--- src/heq_pkg.sv ---
// Shared constants, types and helpers of the histogram equalizer.
package heq_pkg;

  localparam int unsigned LEVELS     = 256;
  localparam int unsigned COUNT_BITS = 24;
  localparam int unsigned LVL_W      = $clog2(LEVELS);
  localparam int unsigned PIX_W      = 8;
  localparam int unsigned CUM_W      = COUNT_BITS + LVL_W;
  localparam int unsigned PROD_W     = CUM_W + PIX_W;
  localparam int unsigned REM_W      = COUNT_BITS + PIX_W;

  typedef logic [LVL_W-1:0]      addr_t;
  typedef logic [COUNT_BITS-1:0] count_t;
  typedef logic [PIX_W-1:0]      pix_t;

  localparam count_t COUNT_MAX = {COUNT_BITS{1'b1}};

  // Request bundle from the control logic to the bin memory.
  typedef struct packed {
    logic   rd_en;
    addr_t  rd_addr;
    logic   wr_en;
    addr_t  wr_addr;
    count_t wr_data;
    logic   clear;
  } bin_req_t;

  // Clamp a pixel to the highest level and to the table size.
  function automatic addr_t clamp_level(pix_t px, pix_t max_level);
    pix_t        p;
    logic [16:0] pe;
    begin
      p  = (px > max_level) ? max_level : px;
      pe = 17'(p);
      if (pe > 17'(LEVELS - 1)) pe = 17'(LEVELS - 1);
      clamp_level = LVL_W'(pe);
    end
  endfunction

endpackage

--- src/heq_lmap.sv ---
// Level mapping table memory with a registered read port.
module heq_lmap (
  input  logic                 clk_i,
  input  logic                 wr_en_i,
  input  heq_pkg::addr_t       wr_addr_i,
  input  heq_pkg::pix_t        wr_data_i,
  input  logic                 rd_en_i,
  input  heq_pkg::addr_t       rd_addr_i,
  output heq_pkg::pix_t        rd_data_o
);
  import heq_pkg::*;

  pix_t mem [LEVELS];
  pix_t data_q;

  always_ff @(posedge clk_i) begin
    if (wr_en_i) mem[wr_addr_i] <= wr_data_i;
    if (rd_en_i) data_q <= mem[rd_addr_i];
  end

  assign rd_data_o = data_q;

endmodule

--- config.mk ---
export PLATFORM = sky130hd
export DESIGN_NAME = heq_lmap
export DESIGN_NICKNAME = d
export VERILOG_FILES = /design/src/heq_pkg.sv /design/src/heq_lmap.sv
export SDC_FILE = /design/constraint.sdc
export NUM_CORES = 2
export LEC_CHECK = 0
export BUFFER_PORTS_ARGS = -buffer_cell sky130_fd_sc_hd__clkbuf_2
export CAP_MARGIN = 20
export CORE_MARGIN = 2
export CORE_UTILIZATION = 60
export DETAILED_ROUTE_END_ITERATION = 7
export GPL_TIMING_DRIVEN = 0
export PLACE_DENSITY_LB_ADDON = 0.25
export SKIP_LAST_GASP = 1
export SYNTH_ARGS = -nofsm -noshare
export SYNTH_HDL_FRONTEND = slang
export SYNTH_SLANG_ARGS = --single-unit
--- constraint.sdc ---
create_clock -name clk_i -period 3.53 [get_ports clk_i]
set_clock_uncertainty 0.2 [all_clocks]
set_input_delay 0.706 -clock clk_i [delete_from_list [all_inputs] [get_ports clk_i]]
set_output_delay 0.706 -clock clk_i [all_outputs]
set_load 0.01 [all_outputs]
# == After elaboration in Yosys (flattened, before gate mapping) ==
# Memories as Yosys holds them, arrays and structs flattened. A register that Yosys moved wholly into a read port is not among the register bits.
# Index checks and enable logic that the tools add are counted.
# op_classes
mux,2
# ops
cell,n
two-way mux 1 bit,2
# totals
mem_bits_rw,2048
ff_bits,0
memories,1
wordCells,3
input_bits,27
# mem_list
memory,words,width,rd,rd_clocked_by_memory_dff,write_ports,line,rtl
mem,256,8,1,1,1,heq_lmap.sv:13,pix_t mem [LEVELS];

# == Longest topological paths before layout ==
# depth
word_depth,2
ltp_mapped,11
ltp_nobuf,6

# == Least setup slack after synthesis ==
# Ideal clock, no wire load.
# synth_path
kind,input to register
start,input port rd_addr_i[0]
end,register data_q[2] (netlist: rd_data_o[2]) (read register of mem) (data pin)
t_arrival_ns,2.513
path_slack_ns,0.548
n_path_buf,4
stages,9
path_cell_list,buf_6 buf_12 buf_8 buf_2 mux4_2 a22oi_1 a21oi_1 nor4_1 nor4_2
# synth_lines
element,line,rtl
start: declaration,heq_lmap.sv:8,"input heq_pkg::addr_t rd_addr_i,"
end: declaration,heq_lmap.sv:14,pix_t data_q;

==> results.md <==
- CTS tree: built
- Util after Layout: 67.8%
- Vias in the first global route: 41.0k
- Final hold vios: 0
- Sw frac: 21.9%
- CTS buffer count: 196
- Min Tclk post-route: 3790 ps
- R2r startpoint: mem[82][3]$_DFFE_PP_
- #FFs+latches synth: 2056
- Row count: 133
- CP required: 3870 ps
- Chip Width: 368 um
- Clk sink count: 2056
- CP startpoint: rd_addr_i[1]
- Power density over the cells: 562 nW/um^2
- Clock Tree Root: clkbuf_16
- Core ar.: 132000 sq um
- P_leak: 27.6 nW
- Hold Slack: 37.1 ps
- H-tree depth: 4
- Startpoint types: input pin
- Period utilization: 107%
- Hold WC Path Type: in2reg
- First-pass GRT wire length: 314000 um
- DR vias: 42.1k
- Comb power frac: 5.8%
- Slew headroom: 16.4%
- Clock Tree Buf Depth: 3
- Worst R2R Setup Slack: 220 ps
- Yosys warning total: 0
- CP Capture Type: flop
- Finished Cell Area: 89200 sq um
- Worst r2r path cells: 6
- Gr ovfl total: 0
- Final GP Congestion: 0.982
- Initial Utilization: 60.5%
- Final slew viol count: 0
- WL final: 228000 um
- # Post-CTS Setup Buffers: 0
- Synth Area per Inst: 21.3 sq um
- Share of layout cells above drive strength 1: 24.2%
- Top post-synthesis cells by count: 2056 x edfxtp_1, 454 x mux4_2, 282 x nor2_1, 134 x mux2i_1, 133 x a22oi_1
- Min setup slack post-route: -264 ps
- CP Class: in2reg
- Antenna violations before repair: 22
- Measured slew at the worst slew-check pin: 1250 ps
- Status: finished with violations
- DRC Markers: 0
- Ranking of synthesized cells by area: edfxtp_1 78%, mux4_2 13%, mux2i_1 1.7%, nor2_1 1.3%, a22oi_1 1.3%
- Area Growth Syn to Fin: 12.0%
- Setup Viol. Count Final: 182
- Switch Pwr: 11.0 mW
- R2R Path End: rd_data_o[3]$_DFFE_PP_
- Async SR Flop Fraction: 0%
- Vias per cell: 7.13
- Cells after DPL: 5543
- Critical path capture point: rd_data_o[3]$_DFFE_PP_
- Worst vdd rail ir drop: 0.572 mV
- Crit Path Max Fanout: 10
- Cell with the most instances after synthesis: edfxtp_1
- Pint: 39.2 mW
- Ys flop type: edfxtp_1
- Netlist cell types: 54
- Post-Syn Instances: 3733
- Mapped Nets: 3760
- Die height: 368 um
- GR Util All Layers: 34.0%
- Finished Layout Cells: 5904
- Post-DRT Antenna Nets: 0
- Post-Syn Area: 79600 sq um
- Sequential share of power: 53.7%
- I/O pin count: 35
- DR pass1 iterations: 8
- Post-DP HPWL: 151000 um
- Post-synth EDFFs: 2056
- RSZ-0062 raised after global routing: yes
- Wire length per cell: 38.6 um
- Post-synth top area share: 77.5%
- TNS Setup: -17200 ps
- Max Clock Freq: 264 MHz
- Failing checks: negative setup slack
- IO buf count: 27
- Yosys top cell by area: edfxtp_1
- Placed Area: 82600 sq um
- Clk Latency, worst-skew pair: 840 ps
- Post-CTS Hold Fix Bufs: 0
- Clock power share: 40.5%
- Final net count: 4012
- Clk slew on worst S/H paths: 60 ps
- Largest net degree at the start of global routing: 157
- Die area: 136000 sq um
- Sequential element share of the synthesized area: 77.5%
- Number of DRC markers in iteration 0: 8033
- Crit path arrival time: 4130 ps
- Max-Cap Viols: 0
==> registers in the layout (all words and copies together), names as in the netlist <==
| register | flops |
|---|---|
| rd_data_o | 8 |
| mem | 2048 |
==> worst min-delay path by stage <==
| stage | startpoint | endpoint | slack, ps | cells past startpoint |
|---|---|---|---|---|
| after floorplan | wr_data_i[0] | mem[0][0]$_DFFE_PP_ | 600 | 0 |
| after global placement | rd_en_i | rd_data_o[5]$_DFFE_PP_ | 850 | 1 |
| after detailed placement | rd_en_i | rd_data_o[5]$_DFFE_PP_ | 870 | 1 |
| after CTS | rd_en_i | rd_data_o[7]$_DFFE_PP_ | 2 | 1 |
| after global routing | rd_en_i | rd_data_o[6]$_DFFE_PP_ | 40 | 1 |
| final | rd_en_i | rd_data_o[5]$_DFFE_PP_ | 40 | 1 |
==> area by class of cell <==
| class | count | area (sq um) |
|---|---|---|
| multi-input cells | 1442 | 16800 |
| clock buffers | 241 | 5200 |
| clock inverters | 115 | 907 |
| fillers | 8118 | 42400 |
| well taps | 1755 | 2200 |
| diodes | 6 | 15.0 |
| repair buffers | 56 | 772 |
| inverters | 2 | 7.51 |
| flip-flops and latches | 2056 | 61700 |
| plain buffers | 231 | 1570 |
==> kinds of logic (layout without fill, tap and decap cells) <==
kind of cell / count (synthesis) / after routing / synth area share [%]
DFF: 2056 / 2056 / 77.5
muxes: 591 / 591 / 14.6
and+or+nand+nor: 466 / 466 / 2.63
AOI/OAI and AO/OA: 385 / 385 / 3.42
buffers and inverters: 235 / 645 / 1.83
other: 0 / 6 / 0
==> cell usage in the layout (no fill, tap or decap), drive strengths merged, types with 22 or more instances in the layout <==
cell type  synthesis  layout
nand3             34      34
buf              122     149
clkinv             1      93
a22oi            133     133
mux4             456     456
nor4              27      27
mux2i            134     134
nor2             282     282
nor2b             31      31
o22ai             28      28
nand2             33      33
nor3              22      22
o221ai            47      47
a21oi             96      96
edfxtp          2056    2056
clkbuf           111     376
==> worst max-delay path: stages <==
cell      delay [ps]
buf_2            140
buf_4            380
buf_2            410
buf_4            430
mux4_2           400
a221oi_2         750
o32ai_1          400
nor3_1           360
nor4_4           130
==> per-layer routing <==
| layer | vias up | wire (um) | part of all wire [%] | global-route usage (%) |
|---|---|---|---|---|
| met1 | 21700 | 77500 | 34 | 45.6 |
| met4 | 28 | 12300 | 5.4 | 16.2 |
| li1 | 16200 | - | - | - |
| met3 | 659 | 34500 | 15 | 12.3 |
| met2 | 3507 | 104000 | 45 | 50.1 |
| met5 | - | 216 | 0.095 | 0 |
==> power by group through the flow <==
stage	clock, mW	combinational [mW]	sequential, mW
detailed placement	0	2.73	27.5
global placement	0	2.61	27.6
floorplan	0	1.31	27.5
finish	20.3	2.90	26.9
global route	21.2	2.94	26.9
CTS	20.3	2.80	26.9
==> timing repair <==
action,in CTS,in global routing
endpoints found under the setup margin,8,72
gates resized for setup,100,31
pin swaps,0,2
hold endpoints to repair,0,0
==> per-stage QoR <==
step	power (mW)	setup WS, ps
3_5_place_dp	30.2	-2150
6_report	50.1	-264
3_3_place_gp	30.2	-2340
2_1_floorplan	28.8	548
4_1_cts	50.1	-0.379
5_1_grt	51.1	-152
Power figures use the tool's default switching activity.
