## config.mk

```make
export PLATFORM = sky130hd
export DESIGN_NAME = heq_div
export DESIGN_NICKNAME = d
export VERILOG_FILES = /design/src/heq_pkg.sv /design/src/heq_div.sv
export SDC_FILE = /design/constraint.sdc
export NUM_CORES = 1
export LEC_CHECK = 0
export ABC_AREA = 1
export BUFFER_PORTS_ARGS = -buffer_cell sky130_fd_sc_hd__buf_4
export CELL_PAD_IN_SITES_DETAIL_PLACEMENT = 0
export CELL_PAD_IN_SITES_GLOBAL_PLACEMENT = 2
export CORE_UTILIZATION = 30
export CTS_CLUSTER_SIZE = 28
export DETAILED_ROUTE_END_ITERATION = 8
export PLACE_DENSITY = 0.77
export SETUP_SLACK_MARGIN = 0.1
export SLEW_MARGIN = 20
export SYNTH_ARGS = -nofsm -noshare
export SYNTH_HDL_FRONTEND = slang
export SYNTH_SLANG_ARGS = --single-unit
export TNS_END_PERCENT = 50
```

## constraint.sdc

```tcl
create_clock -name clk_i -period 3.4 [get_ports clk_i]
set_clock_uncertainty 0.1 [all_clocks]
set_input_delay 0.34 -clock clk_i [delete_from_list [all_inputs] [get_ports clk_i]]
set_output_delay 0.34 -clock clk_i [all_outputs]
set_load 0.02 [all_outputs]
```

## src/heq_pkg.sv

```systemverilog
// Shared constants, types and helpers of the histogram equalizer.
package heq_pkg;

  localparam int unsigned LEVELS     = 256;
  localparam int unsigned COUNT_BITS = 24;
  localparam int unsigned LVL_W      = $clog2(LEVELS);
  localparam int unsigned PIX_W      = 8;
  localparam int unsigned CUM_W      = COUNT_BITS + LVL_W;
  localparam int unsigned PROD_W     = CUM_W + PIX_W;
  localparam int unsigned REM_W      = COUNT_BITS + PIX_W;

  typedef logic [LVL_W-1:0]      addr_t;
  typedef logic [COUNT_BITS-1:0] count_t;
  typedef logic [PIX_W-1:0]      pix_t;

  localparam count_t COUNT_MAX = {COUNT_BITS{1'b1}};

  // Request bundle from the control logic to the bin memory.
  typedef struct packed {
    logic   rd_en;
    addr_t  rd_addr;
    logic   wr_en;
    addr_t  wr_addr;
    count_t wr_data;
    logic   clear;
  } bin_req_t;

  // Clamp a pixel to the highest level and to the table size.
  function automatic addr_t clamp_level(pix_t px, pix_t max_level);
    pix_t        p;
    logic [16:0] pe;
    begin
      p  = (px > max_level) ? max_level : px;
      pe = 17'(p);
      if (pe > 17'(LEVELS - 1)) pe = 17'(LEVELS - 1);
      clamp_level = LVL_W'(pe);
    end
  endfunction

endpackage

```

## src/heq_div.sv

```systemverilog
// Iterative restoring divider giving an 8-bit quotient that saturates at all ones.
module heq_div (
  input  logic                        clk_i,
  input  logic                        rst_ni,
  input  logic                        start_i,
  input  logic [heq_pkg::PROD_W-1:0]  num_i,
  input  heq_pkg::count_t             den_i,
  output logic                        done_o,
  output heq_pkg::pix_t               quo_o
);
  import heq_pkg::*;

  logic [REM_W-1:0] rem_q, dsh_q;
  pix_t             q_q;
  logic             ovf_q;
  logic [2:0]       step_q;
  logic             busy_q, done_q;

  always_ff @(posedge clk_i) begin
    if (start_i) begin
      ovf_q <= num_i >= PROD_W'({den_i, {PIX_W{1'b0}}});
      rem_q <= num_i[REM_W-1:0];
      dsh_q <= REM_W'({den_i, {(PIX_W-1){1'b0}}});
      q_q   <= '0;
    end else if (busy_q) begin
      if (rem_q >= dsh_q) begin
        rem_q <= rem_q - dsh_q;
        q_q   <= {q_q[PIX_W-2:0], 1'b1};
      end else begin
        q_q   <= {q_q[PIX_W-2:0], 1'b0};
      end
      dsh_q <= dsh_q >> 1;
    end
  end

  always_ff @(posedge clk_i or negedge rst_ni) begin
    if (!rst_ni) begin
      busy_q <= 1'b0;
      done_q <= 1'b0;
      step_q <= '0;
    end else begin
      done_q <= busy_q && (step_q == 3'(PIX_W - 1));
      if (start_i) begin
        busy_q <= 1'b1;
        step_q <= '0;
      end else if (busy_q) begin
        step_q <= step_q + 3'd1;
        if (step_q == 3'(PIX_W - 1)) busy_q <= 1'b0;
      end
    end
  end

  assign done_o = done_q;
  assign quo_o  = ovf_q ? {PIX_W{1'b1}} : q_q;

endmodule

```

Yosys cells after proc, flatten, opt, wreduce, memory -nomap -nowiden --
Cells that the tools add are included.
Word-level totals: input port bits 67, register bits 77, logic and storage cells 29
Cells by class: mux-type cells 12, add/sub/neg operators 2, eq/ne operators 1, reduce and logical (&&, ||, !) cells 4, $lt $le $gt $ge 2
Operator list (count):
- two-way mux 32 bit | 3
- two-way mux 31 bit | 2
- greater-or-equal comparator 40 x 32 -> 1 bit | 1
- greater-or-equal comparator 32 x 31 -> 1 bit | 1
- subtractor 32 x 31 -> 32 bit | 1
- two-way mux 8 bit | 1
- two-way mux 3 bit | 2
- two-way mux 1 bit | 4
- nonzero test 2 bit | 2
- adder 3 x 1 -> 3 bit, second input constant | 1
- == test 3 bit, second input constant | 1
- AND reduction 2 bit | 1
- logical AND 1 bit | 1

Longest topological paths before layout --
Gate-level depths: netlist of run 1.
depth in word-level cells 4, gate-level depth with buffers 15, depth with buffers taken out 15

Worst setup path after synthesis of run 1 --
OpenSTA, ideal clock, no wires.
path type reg-to-reg, from register rem_q[21], to register rem_q[0] (enable), setup time 441 ps, path slack -134 ps, cell stages (with the launch flop) 8, arrival 2993 ps, period minus slack after synthesis 3534 ps, path through edfxtp_1 > ha_1 > nand2_1 > nor2_1 > a21oi_1 > nor2_1 > nor2_1 > a31oi_1
Between the ends: longest elaborated chain between the ends 3
Ends and longest elaborated chain:
- from (decl) | RTL line heq_div.sv:13 | logic [REM_W-1:0] rem_q, dsh_q;
- from (signal assigned) | RTL line heq_div.sv:22 | rem_q <= num_i[REM_W-1:0];
- from (signal assigned) | RTL line heq_div.sv:27 | rem_q <= rem_q - dsh_q;
- greater-or-equal comparator 32 x 31 -> 1 bit | RTL line heq_div.sv:26 | if (rem_q >= dsh_q) begin
- nonzero test 2 bit (no source line)
- AND reduction 2 bit (no source line)
No other way between the ends. A chain may end at the register's enable or synchronous reset.

Worst setup path after layout of run 1 --
from register dsh_q[14], to register rem_q[12] (enable)
Between the ends: longest elaborated chain between the ends 3
Ends and longest elaborated chain:
- from (decl) | RTL line heq_div.sv:13
- from (signal assigned) | RTL line heq_div.sv:23 | dsh_q <= REM_W'({den_i, {(PIX_W-1){1'b0}}});
- from (signal assigned) | RTL line heq_div.sv:32 | dsh_q <= dsh_q >> 1;
- greater-or-equal comparator 32 x 31 -> 1 bit | RTL line heq_div.sv:26
- nonzero test 2 bit (no source line)
- AND reduction 2 bit (no source line)
No other way between the ends.

==> results of run 1 <==
## report_power, final
group          internal, uW  total (uW)  switching [uW]
registers              1340        1430            93.7
logic                  1100        3210            2100
clock network           595        1030             437
## repair_timing
item / CTS / global route
endpoints found under the hold margin: 5 / 0
hold buffers: 1 / 0
setup buffers: 0 / 0
## flip-flops by register name, indices dropped and copies added, names as in the netlist
register / count
ovf_q: 1
done_o: 1
step_q: 3
dsh_q: 31
busy_q: 1
q_q: 8
rem_q: 32
## how the worst max path moves through the flow
| stage | start | to | slack (ns) | cells after the start |
|---|---|---|---|---|
| after CTS | dsh_q[14]$_DFFE_PP_ | rem_q[12]$_DFFE_PP_ | 0.60 | 10 |
| after detailed placement | dsh_q[14]$_DFFE_PP_ | rem_q[10]$_DFFE_PP_ | 0.63 | 10 |
| after global routing | rem_q[0]$_DFFE_PP_ | rem_q[17]$_DFFE_PP_ | 0.42 | 13 |
| after global placement | dsh_q[15]$_DFFE_PP_ | rem_q[13]$_DFFE_PP_ | 0.63 | 10 |
| final | dsh_q[14]$_DFFE_PP_ | rem_q[12]$_DFFE_PP_ | 0.68 | 10 |
| after floorplan | rem_q[0]$_DFFE_PP_ | rem_q[0]$_DFFE_PP_ | 0.59 | 12 |
## cell type report
| type | instances | area share [%] |
|---|---|---|
| clock buffers | 10 | 3.16 |
| clock inverters | 6 | 0.911 |
| inverters | 186 | 9.24 |
| multi-input cells | 661 | 45.5 |
| flip-flops and latches | 77 | 28.3 |
| well taps | 270 | 4.47 |
| repair buffers | 81 | 8.41 |
## cell families (layout without fill, tap and decap cells)
group	count (synthesis)	after routing	share of synthesized area (%)
flip-flops	77	77	33.7
XOR/XNOR	10	10	1.38
AO/OA/AOI/OAI	102	102	8.31
AND/OR/NAND/NOR	491	491	32.8
adder cells (fa/ha/maj)	58	58	11.6
buffers and inverters	206	283	12.3
## cells in the final DEF, fill, tap and decap left out, types with 4 or more instances in the layout
cell                        count
sky130_fd_sc_hd__nand2_1      302
sky130_fd_sc_hd__inv_1        180
sky130_fd_sc_hd__buf_4         78
sky130_fd_sc_hd__nand3_1       72
sky130_fd_sc_hd__nor2_1        64
sky130_fd_sc_hd__ha_1          57
sky130_fd_sc_hd__edfxtp_1      57
sky130_fd_sc_hd__o21ai_0       49
sky130_fd_sc_hd__a21oi_1       39
sky130_fd_sc_hd__dfxtp_1       15
sky130_fd_sc_hd__nand2_2       12
sky130_fd_sc_hd__or2_2         11
sky130_fd_sc_hd__xnor2_1       10
sky130_fd_sc_hd__clkbuf_16      9
sky130_fd_sc_hd__nor3_1         8
sky130_fd_sc_hd__o21ai_1        8
sky130_fd_sc_hd__nand3b_1       6
sky130_fd_sc_hd__inv_2          5
sky130_fd_sc_hd__nand4_1        5
sky130_fd_sc_hd__dfrtp_1        5
sky130_fd_sc_hd__nor4_1         4
## worst reg2reg max path: stages, from the launching register on
cell and delay, ns:
sky130_fd_sc_hd__edfxtp_1 0.36, sky130_fd_sc_hd__inv_1 0.06, sky130_fd_sc_hd__ha_1 0.35, sky130_fd_sc_hd__nand2_1 0.11, sky130_fd_sc_hd__nor2_1 0.24, sky130_fd_sc_hd__and2_1 0.20, sky130_fd_sc_hd__nand3_1 0.08, sky130_fd_sc_hd__nand3_1 0.12
sky130_fd_sc_hd__nand2_1 0.13, sky130_fd_sc_hd__a31oi_4 0.41, sky130_fd_sc_hd__buf_12 0.26
## through the flow
| step | total power (uW) | utilization [%] | setup WS [ns] | instances | hold WS (ns) |
|---|---|---|---|---|---|
| after CTS | 5740 | 36.9 | 0.600 | 1291 | 0.151 |
| after floorplan | 3740 | - | 0.593 | 944 | -0.0556 |
| after global routing | 6220 | 36.9 | 0.421 | 1291 | 0.171 |
| after detailed placement | 4670 | 35.3 | 0.628 | 1274 | 0.0460 |
| after global placement | 4700 | 35.3 | 0.626 | 1274 | 0.0466 |
| final | 5670 | 36.9 | 0.678 | 1291 | 0.161 |
## routing by layer
metal	share of wire, %	vias to the layer above	global-route usage (%)
met1	53	2495	28.1
li1	-	3121	-
met5	0	-	0
met4	1.2	0	5.72
met2	42	90	28.0
met3	3.9	11	2.08
## synthesized netlist by cell type, types with 4 or more instances
cell and instances:
sky130_fd_sc_hd__dfxtp_1 15, sky130_fd_sc_hd__or2_2 11, sky130_fd_sc_hd__dfrtp_1 5, sky130_fd_sc_hd__nor3_1 8, sky130_fd_sc_hd__xnor2_1 10, sky130_fd_sc_hd__nand4_1 5, sky130_fd_sc_hd__nand3b_1 6, sky130_fd_sc_hd__nand2_1 302
sky130_fd_sc_hd__o21ai_1 8, sky130_fd_sc_hd__edfxtp_1 57, sky130_fd_sc_hd__nand3_1 72, sky130_fd_sc_hd__nor4_1 4, sky130_fd_sc_hd__inv_2 4, sky130_fd_sc_hd__o21ai_0 49, sky130_fd_sc_hd__a21oi_1 39, sky130_fd_sc_hd__inv_1 181
sky130_fd_sc_hd__nor2_1 64, sky130_fd_sc_hd__nand2_2 12, sky130_fd_sc_hd__clkbuf_1 15, sky130_fd_sc_hd__ha_1 57
==> run_summary.xml, run 1 <==
<?xml version="1.0" encoding="UTF-8"?>
<metrics>
  <group name="timing">
    <metric name="timing_hold_violations_final" unit="">0</metric>
    <metric name="timing.final.setup_violations" unit="">0</metric>
    <metric name="worst_pin_slew" unit="ns">0.606</metric>
    <metric name="rsz0062_at_grt" unit="">no</metric>
    <metric name="top_achievable_clock_speed" unit="MHz">367</metric>
    <metric name="slew_violations" unit="">0</metric>
    <metric name="post-route-period-util" unit="%">80.0</metric>
    <metric name="slew_headroom" unit="%">59.6</metric>
    <metric name="min_cycle_time_layout" unit="ns">2.72</metric>
    <metric name="timing.setup.tns" unit="ns">0</metric>
  </group>
  <group name="synth">
    <metric name="synth.yosys.warnings" unit="">0</metric>
    <metric name="syn-instance-count" unit="">944</metric>
    <metric name="syn_avg_cell_area" unit="sq um">6.71</metric>
    <metric name="proportion_of_synthesized_flip_flops_having_asynchronous_set_or_reset" unit="%">6.49</metric>
    <metric name="synthDistinctLibCells" unit="">33</metric>
    <metric name="synth-seq-area-share" unit="%">33.7</metric>
    <metric name="synth_area" unit="sq mm">0.00634</metric>
    <metric name="synth_nets" unit="">1069</metric>
    <metric name="synth_top_cell_area_share" unit="%">27.0</metric>
    <metric name="primary_ff_master_synth" unit="">sky130_fd_sc_hd__edfxtp_1</metric>
    <metric name="synth_top_area_cell" unit="">sky130_fd_sc_hd__edfxtp_1</metric>
    <metric name="ys_seq_elements" unit="">77</metric>
    <metric name="yosys-top-cells-area" unit="">sky130_fd_sc_hd__edfxtp_1 27%, sky130_fd_sc_hd__nand2_1 18%, sky130_fd_sc_hd__ha_1 11%, sky130_fd_sc_hd__inv_1 11%, sky130_fd_sc_hd__nand3_1 5.7%</metric>
    <metric name="synth_enable_flop_cells" unit="">57</metric>
  </group>
  <group name="power_and_ir_drop">
    <metric name="worst_ir_drop_vdd" unit="V">0.000311</metric>
    <metric name="cellPowerDensity" unit="mW/mm^2">751</metric>
    <metric name="p_leak" unit="uW">0.00400</metric>
  </group>
  <group name="floorplan">
    <metric name="floorplan.die.width" unit="um">147</metric>
    <metric name="dieHeight" unit="um">147</metric>
    <metric name="io_pins" unit="">76</metric>
    <metric name="core-area" unit="sq mm">0.0205</metric>
    <metric name="initial_utilization" unit="%">30.9</metric>
    <metric name="floorplan.rows" unit="">52</metric>
    <metric name="die-area" unit="sq mm">0.0217</metric>
  </group>
  <group name="worst_setup_path">
    <metric name="critPathTopFamily" unit="">simple AND/OR/NAND/NOR gates</metric>
    <metric name="reg2reg_setup_slack" unit="ns">0.68</metric>
    <metric name="arrival" unit="ns">2.67</metric>
    <metric name="crit-reg2reg-launch" unit="">dsh_q[14]$_DFFE_PP_</metric>
    <metric name="worst-path-buf-inv" unit="">2</metric>
    <metric name="worst_setup_path_start_kind" unit="">flop</metric>
    <metric name="cp_max_fo" unit="">23</metric>
    <metric name="number_of_cell_instances_on_the_worst_register_to_register_path" unit="">10</metric>
    <metric name="delay_contributed_by_the_slowest_stage_of_the_critical_path" unit="ns">0.41</metric>
    <metric name="slowest_cp_cell" unit="">sky130_fd_sc_hd__a31oi_4</metric>
    <metric name="path_cells" unit="">inv_1 -&gt; ha_1 -&gt; nand2_1 -&gt; nor2_1 -&gt; and2_1 -&gt; nand3_1 -&gt; nand3_1 -&gt; nand2_1 -&gt; a31oi_4 -&gt; buf_12</metric>
    <metric name="setup.worst_path.class" unit="">flop to flop</metric>
    <metric name="crit-reg2reg-capture" unit="">rem_q[12]$_DFFE_PP_</metric>
    <metric name="worst_ep_required_time" unit="ns">3.35</metric>
    <metric name="crit_path_end_kind" unit="">flop</metric>
  </group>
  <group name="grt">
    <metric name="first_global_vias" unit="">5705</metric>
    <metric name="grt_antenna_before_repair" unit="">0</metric>
    <metric name="grt_overflow_total" unit="">0</metric>
    <metric name="grt_start_max_net_pins" unit="">84</metric>
    <metric name="global_route.usage.total" unit="%">18.8</metric>
    <metric name="grt_pass1_wl" unit="um">31000</metric>
  </group>
  <group name="clocking">
    <metric name="tritoncts" unit="">yes</metric>
    <metric name="clock-sinks" unit="">77</metric>
    <metric name="clock_path_buffers" unit="">2</metric>
    <metric name="cts.repair.resized" unit="">0</metric>
    <metric name="cts_made_buffers" unit="">9</metric>
    <metric name="clk_transition_reported_paths" unit="ns">0.07</metric>
    <metric name="clock_tree.root_cell" unit="">sky130_fd_sc_hd__clkbuf_16</metric>
    <metric name="cts_htree_levels" unit="">3</metric>
    <metric name="clkLatencyLatePin" unit="ns">0.35</metric>
  </group>
  <group name="routing">
    <metric name="detailroute.via_count" unit="">5717</metric>
    <metric name="routed_via_density" unit="">4.43</metric>
    <metric name="drc" unit="">0</metric>
    <metric name="post_drt_wl_per_cell" unit="um">14.8</metric>
    <metric name="drt-pass1-iter-count" unit="">4</metric>
    <metric name="route.final.wire_length" unit="um">19100</metric>
    <metric name="initialDrtViolationCount" unit="">256</metric>
    <metric name="antenna_violating_nets_post_route" unit="">0</metric>
  </group>
  <group name="finish">
    <metric name="postLayoutCellArea" unit="sq mm">0.00756</metric>
    <metric name="multi_input_comb_area" unit="sq mm">0.00344</metric>
    <metric name="seq_area" unit="sq mm">0.00214</metric>
    <metric name="final_layout_size_suffix_gt1_share" unit="%">12.8</metric>
    <metric name="fillers" unit="">2278</metric>
    <metric name="antenna_cells_inserted" unit="">0</metric>
    <metric name="area_growth" unit="%">19.2</metric>
    <metric name="num-nets-final" unit="">1141</metric>
  </group>
  <group name="status">
    <metric name="run_status" unit="">completed</metric>
  </group>
  <group name="placed_design">
    <metric name="placement.io_buffers" unit="">75</metric>
    <metric name="dpl-instance-area" unit="sq mm">0.00724</metric>
    <metric name="detailedPlacementHpwl" unit="um">15300</metric>
    <metric name="gp_congestion" unit="">0.813</metric>
  </group>
  <group name="min_path">
    <metric name="hold_start" unit="">den_i[23]</metric>
    <metric name="min_to" unit="">dsh_q[30]$_DFFE_PP_</metric>
    <metric name="worstHoldPathCells" unit="">3</metric>
    <metric name="hold_class" unit="">input pin to flop</metric>
  </group>
  <group name="flow_run">
    <metric name="drv.max_cap_violation_count" unit="">0</metric>
  </group>
</metrics>
(Power assumes the default switching activity.)
==> inputs of run 2 (changes only) <==
--- a/config.mk
+++ b/config.mk
@@ -9,10 +9,10 @@
 export BUFFER_PORTS_ARGS = -buffer_cell sky130_fd_sc_hd__buf_4
 export CELL_PAD_IN_SITES_DETAIL_PLACEMENT = 0
 export CELL_PAD_IN_SITES_GLOBAL_PLACEMENT = 2
-export CORE_UTILIZATION = 30
+export CORE_UTILIZATION = 33
 export CTS_CLUSTER_SIZE = 28
 export DETAILED_ROUTE_END_ITERATION = 8
-export PLACE_DENSITY = 0.77
+export PLACE_DENSITY = 0.8
 export SETUP_SLACK_MARGIN = 0.1
 export SLEW_MARGIN = 20
 export SYNTH_ARGS = -nofsm -noshare
==> constraint.sdc (replaced) <==
create_clock -name clk_i -period 2.8 [get_ports clk_i]
set_clock_uncertainty 0.1 [all_clocks]
set_input_delay 0.28 -clock clk_i [delete_from_list [all_inputs] [get_ports clk_i]]
set_output_delay 0.28 -clock clk_i [all_outputs]
set_load 0.02 [all_outputs]
==> run 2 against run 1 <==
- non-clock buffer count up 5
- maximum frequency is 13% higher
- count of clock-buffer cells in the layout decreased by 1
- sequential share of layout area about the same
- power is 22% higher
- via count is 3.7% higher
- die area fell by 9.0%
- utilization is 3.3 points higher
- global-route usage grew 1.4 points
- first-iteration DRC count rose by 17%
- combinational power is 23% higher
- largest cell class unchanged
==> run_summary.xml, run 2 (synthesis gave the netlist of run 1 again) <==
<?xml version="1.0" encoding="UTF-8"?>
<metrics>
  <group name="timing">
    <metric name="top_achievable_clock_speed" unit="MHz">416</metric>
    <metric name="timing.setup.tns" unit="ns">0</metric>
    <metric name="timing_hold_violations_final" unit="">0</metric>
    <metric name="slew_violations" unit="">0</metric>
    <metric name="timing.final.setup_violations" unit="">0</metric>
    <metric name="post-route-period-util" unit="%">85.8</metric>
    <metric name="worst_pin_slew" unit="ns">0.571</metric>
    <metric name="slew_headroom" unit="%">62.0</metric>
    <metric name="rsz0062_at_grt" unit="">no</metric>
    <metric name="setup_slack" unit="ns">0.397</metric>
    <metric name="min_cycle_time_layout" unit="ns">2.40</metric>
  </group>
  <group name="finish">
    <metric name="fillers" unit="">2038</metric>
    <metric name="layout_commonest_cell" unit="">sky130_fd_sc_hd__nand2_1</metric>
    <metric name="most_frequent_cells_in_the_layout" unit="">302 x sky130_fd_sc_hd__nand2_1, 180 x sky130_fd_sc_hd__inv_1, 83 x sky130_fd_sc_hd__buf_4</metric>
    <metric name="seq_area" unit="sq mm">0.00214</metric>
    <metric name="num-nets-final" unit="">1146</metric>
    <metric name="largest-register" unit="">rem_q</metric>
    <metric name="largest_register_ff_count" unit="">32</metric>
    <metric name="top_regs" unit="">rem_q (32), dsh_q (31), q_q (8)</metric>
    <metric name="multi_input_comb_area" unit="sq mm">0.00344</metric>
    <metric name="antenna_cells_inserted" unit="">0</metric>
    <metric name="final_layout_size_suffix_gt1_share" unit="%">13.3</metric>
    <metric name="area_growth" unit="%">19.0</metric>
  </group>
  <group name="clocking">
    <metric name="cts_htree_levels" unit="">3</metric>
    <metric name="tritoncts" unit="">yes</metric>
    <metric name="clock-sinks" unit="">77</metric>
    <metric name="clk_transition_reported_paths" unit="ns">0.06</metric>
    <metric name="clkLatencyLatePin" unit="ns">0.35</metric>
    <metric name="clock_path_buffers" unit="">2</metric>
    <metric name="cts_made_buffers" unit="">9</metric>
    <metric name="clock_tree.root_cell" unit="">sky130_fd_sc_hd__clkbuf_16</metric>
  </group>
  <group name="floorplan">
    <metric name="initial_utilization" unit="%">33.8</metric>
    <metric name="dieHeight" unit="um">141</metric>
    <metric name="floorplan.rows" unit="">50</metric>
    <metric name="die-area" unit="sq mm">0.0198</metric>
    <metric name="io_pins" unit="">76</metric>
    <metric name="core-area" unit="sq mm">0.0188</metric>
    <metric name="floorplan.die.width" unit="um">141</metric>
  </group>
  <group name="routing">
    <metric name="antenna_violating_nets_post_route" unit="">0</metric>
    <metric name="detailroute.via_count" unit="">5928</metric>
    <metric name="route.final.wire_length" unit="um">19100</metric>
    <metric name="drt-pass1-iter-count" unit="">5</metric>
    <metric name="initialDrtViolationCount" unit="">299</metric>
    <metric name="post_drt_wl_per_cell" unit="um">15.1</metric>
    <metric name="drc" unit="">0</metric>
    <metric name="routed_via_density" unit="">4.70</metric>
  </group>
  <group name="worst_setup_path">
    <metric name="cp_max_fo" unit="">10</metric>
    <metric name="worst_ep_required_time" unit="ns">2.80</metric>
    <metric name="worst_setup_path_start_kind" unit="">flop</metric>
    <metric name="setup.worst_path.class" unit="">flop to flop</metric>
    <metric name="arrival" unit="ns">2.40</metric>
    <metric name="crit_path_end_kind" unit="">flop</metric>
    <metric name="worst_path_most_repeated_cell" unit="">sky130_fd_sc_hd__nand2_1</metric>
    <metric name="slowest_cp_cell" unit="">sky130_fd_sc_hd__fa_1</metric>
    <metric name="delay_contributed_by_the_slowest_stage_of_the_critical_path" unit="ns">0.42</metric>
    <metric name="path_cells" unit="">inv_1 -&gt; ha_1 -&gt; inv_1 -&gt; fa_1 -&gt; nand2_1 -&gt; nand2_1 -&gt; nand3_1 -&gt; nand2_2 -&gt; nand2_2 -&gt; nand3_1 -&gt; nand2_1 -&gt; a31oi_4 -&gt; buf_4</metric>
    <metric name="number_of_cell_instances_on_the_worst_register_to_register_path" unit="">13</metric>
  </group>
  <group name="power_and_ir_drop">
    <metric name="design_power_total" unit="uW">6930</metric>
    <metric name="worst_ir_drop_vdd" unit="V">0.000324</metric>
    <metric name="p_leak" unit="uW">0.00402</metric>
    <metric name="cellPowerDensity" unit="mW/mm^2">918</metric>
  </group>
  <group name="grt">
    <metric name="global_route.usage.total" unit="%">20.2</metric>
    <metric name="grt_overflow_total" unit="">0</metric>
    <metric name="grt_antenna_before_repair" unit="">0</metric>
    <metric name="first_global_vias" unit="">5722</metric>
    <metric name="grt_start_max_net_pins" unit="">51</metric>
    <metric name="grt_pass1_wl" unit="um">30500</metric>
  </group>
  <group name="placed_design">
    <metric name="placement.io_buffers" unit="">75</metric>
    <metric name="detailedPlacementHpwl" unit="um">15600</metric>
    <metric name="gp_congestion" unit="">0.848</metric>
    <metric name="pre_cts_slack" unit="ns">0.397</metric>
  </group>
  <group name="min_path">
    <metric name="hold_class" unit="">input pin to flop</metric>
    <metric name="worstHoldPathCells" unit="">3</metric>
  </group>
  <group name="status">
    <metric name="run_status" unit="">completed</metric>
  </group>
  <group name="flow_run">
    <metric name="drv.max_cap_violation_count" unit="">0</metric>
  </group>
</metrics>
run 2: per-stage QoR:
stage	cell area [sq um]	hold slack (ns)	cells	utilization, %
6_report	7540	0.104	1260	40.2
5_1_grt	7540	0.116	1260	40.2
4_1_cts	7540	0.0954	1260	40.2
3_5_place_dp	7230	-0.0130	1243	38.5
3_3_place_gp	7230	-0.0126	1243	38.5
2_1_floorplan	6350	-0.116	944	-
run 2: worst max-delay path: cells and delay by family, from the launching register on:
family | cells | cell delay [ns]
simple gates | 7 | 0.70
fa+ha+maj | 2 | 0.55
compound gates | 1 | 0.11
flops | 1 | 0.35
buf+inv | 3 | 0.35
run 2: final cells by class:
cell class	count	area share [%]
Clock inverter	7	1.04
Sequential cell	77	28.3
Clock buffer	9	2.99
Tap cell	234	3.88
Timing Repair Buffer	86	8.92
Multi-Input combinational cell	661	45.6
Inverter	186	9.25
run 2: where the power goes:
group	internal, uW	switching [uW]
sequential	1620	114
clock	706	524
combinational	1380	2580
total	3710	3220
run 2: worst paths after layout:
| path | start | end | slack (ns) |
|---|---|---|---|
| min | den_i[23] | dsh_q[30]$_DFFE_PP_ | 0.10 |
| min in group asynchronous | rst_ni | busy_q$_DFF_PN0_ | 0.16 |
| max | rem_q[0]$_DFFE_PP_ | rem_q[8]$_DFFE_PP_ | 0.40 |
| max reg2reg | rem_q[0]$_DFFE_PP_ | rem_q[8]$_DFFE_PP_ | 0.40 |
| min reg2reg | dsh_q[3]$_SDFFE_PP0P_ | dsh_q[2]$_SDFFE_PP0P_ | 0.38 |
| max in group asynchronous | rst_ni | done_o$_DFF_PN0_ | 2.33 |
run 2: metal layers:
metal  routed length [um]  track usage (%)
met3                  833             2.85
met2                 7990             30.6
met5                    0                0
met4                  170             4.29
met1                10100             30.4
run 2: repair_timing:
action                    in CTS  in global routing
gates resized for setup        0                  0
hold buffers                   1                  0
setup buffers                  0                  0
hold endpoints to repair       5                  0
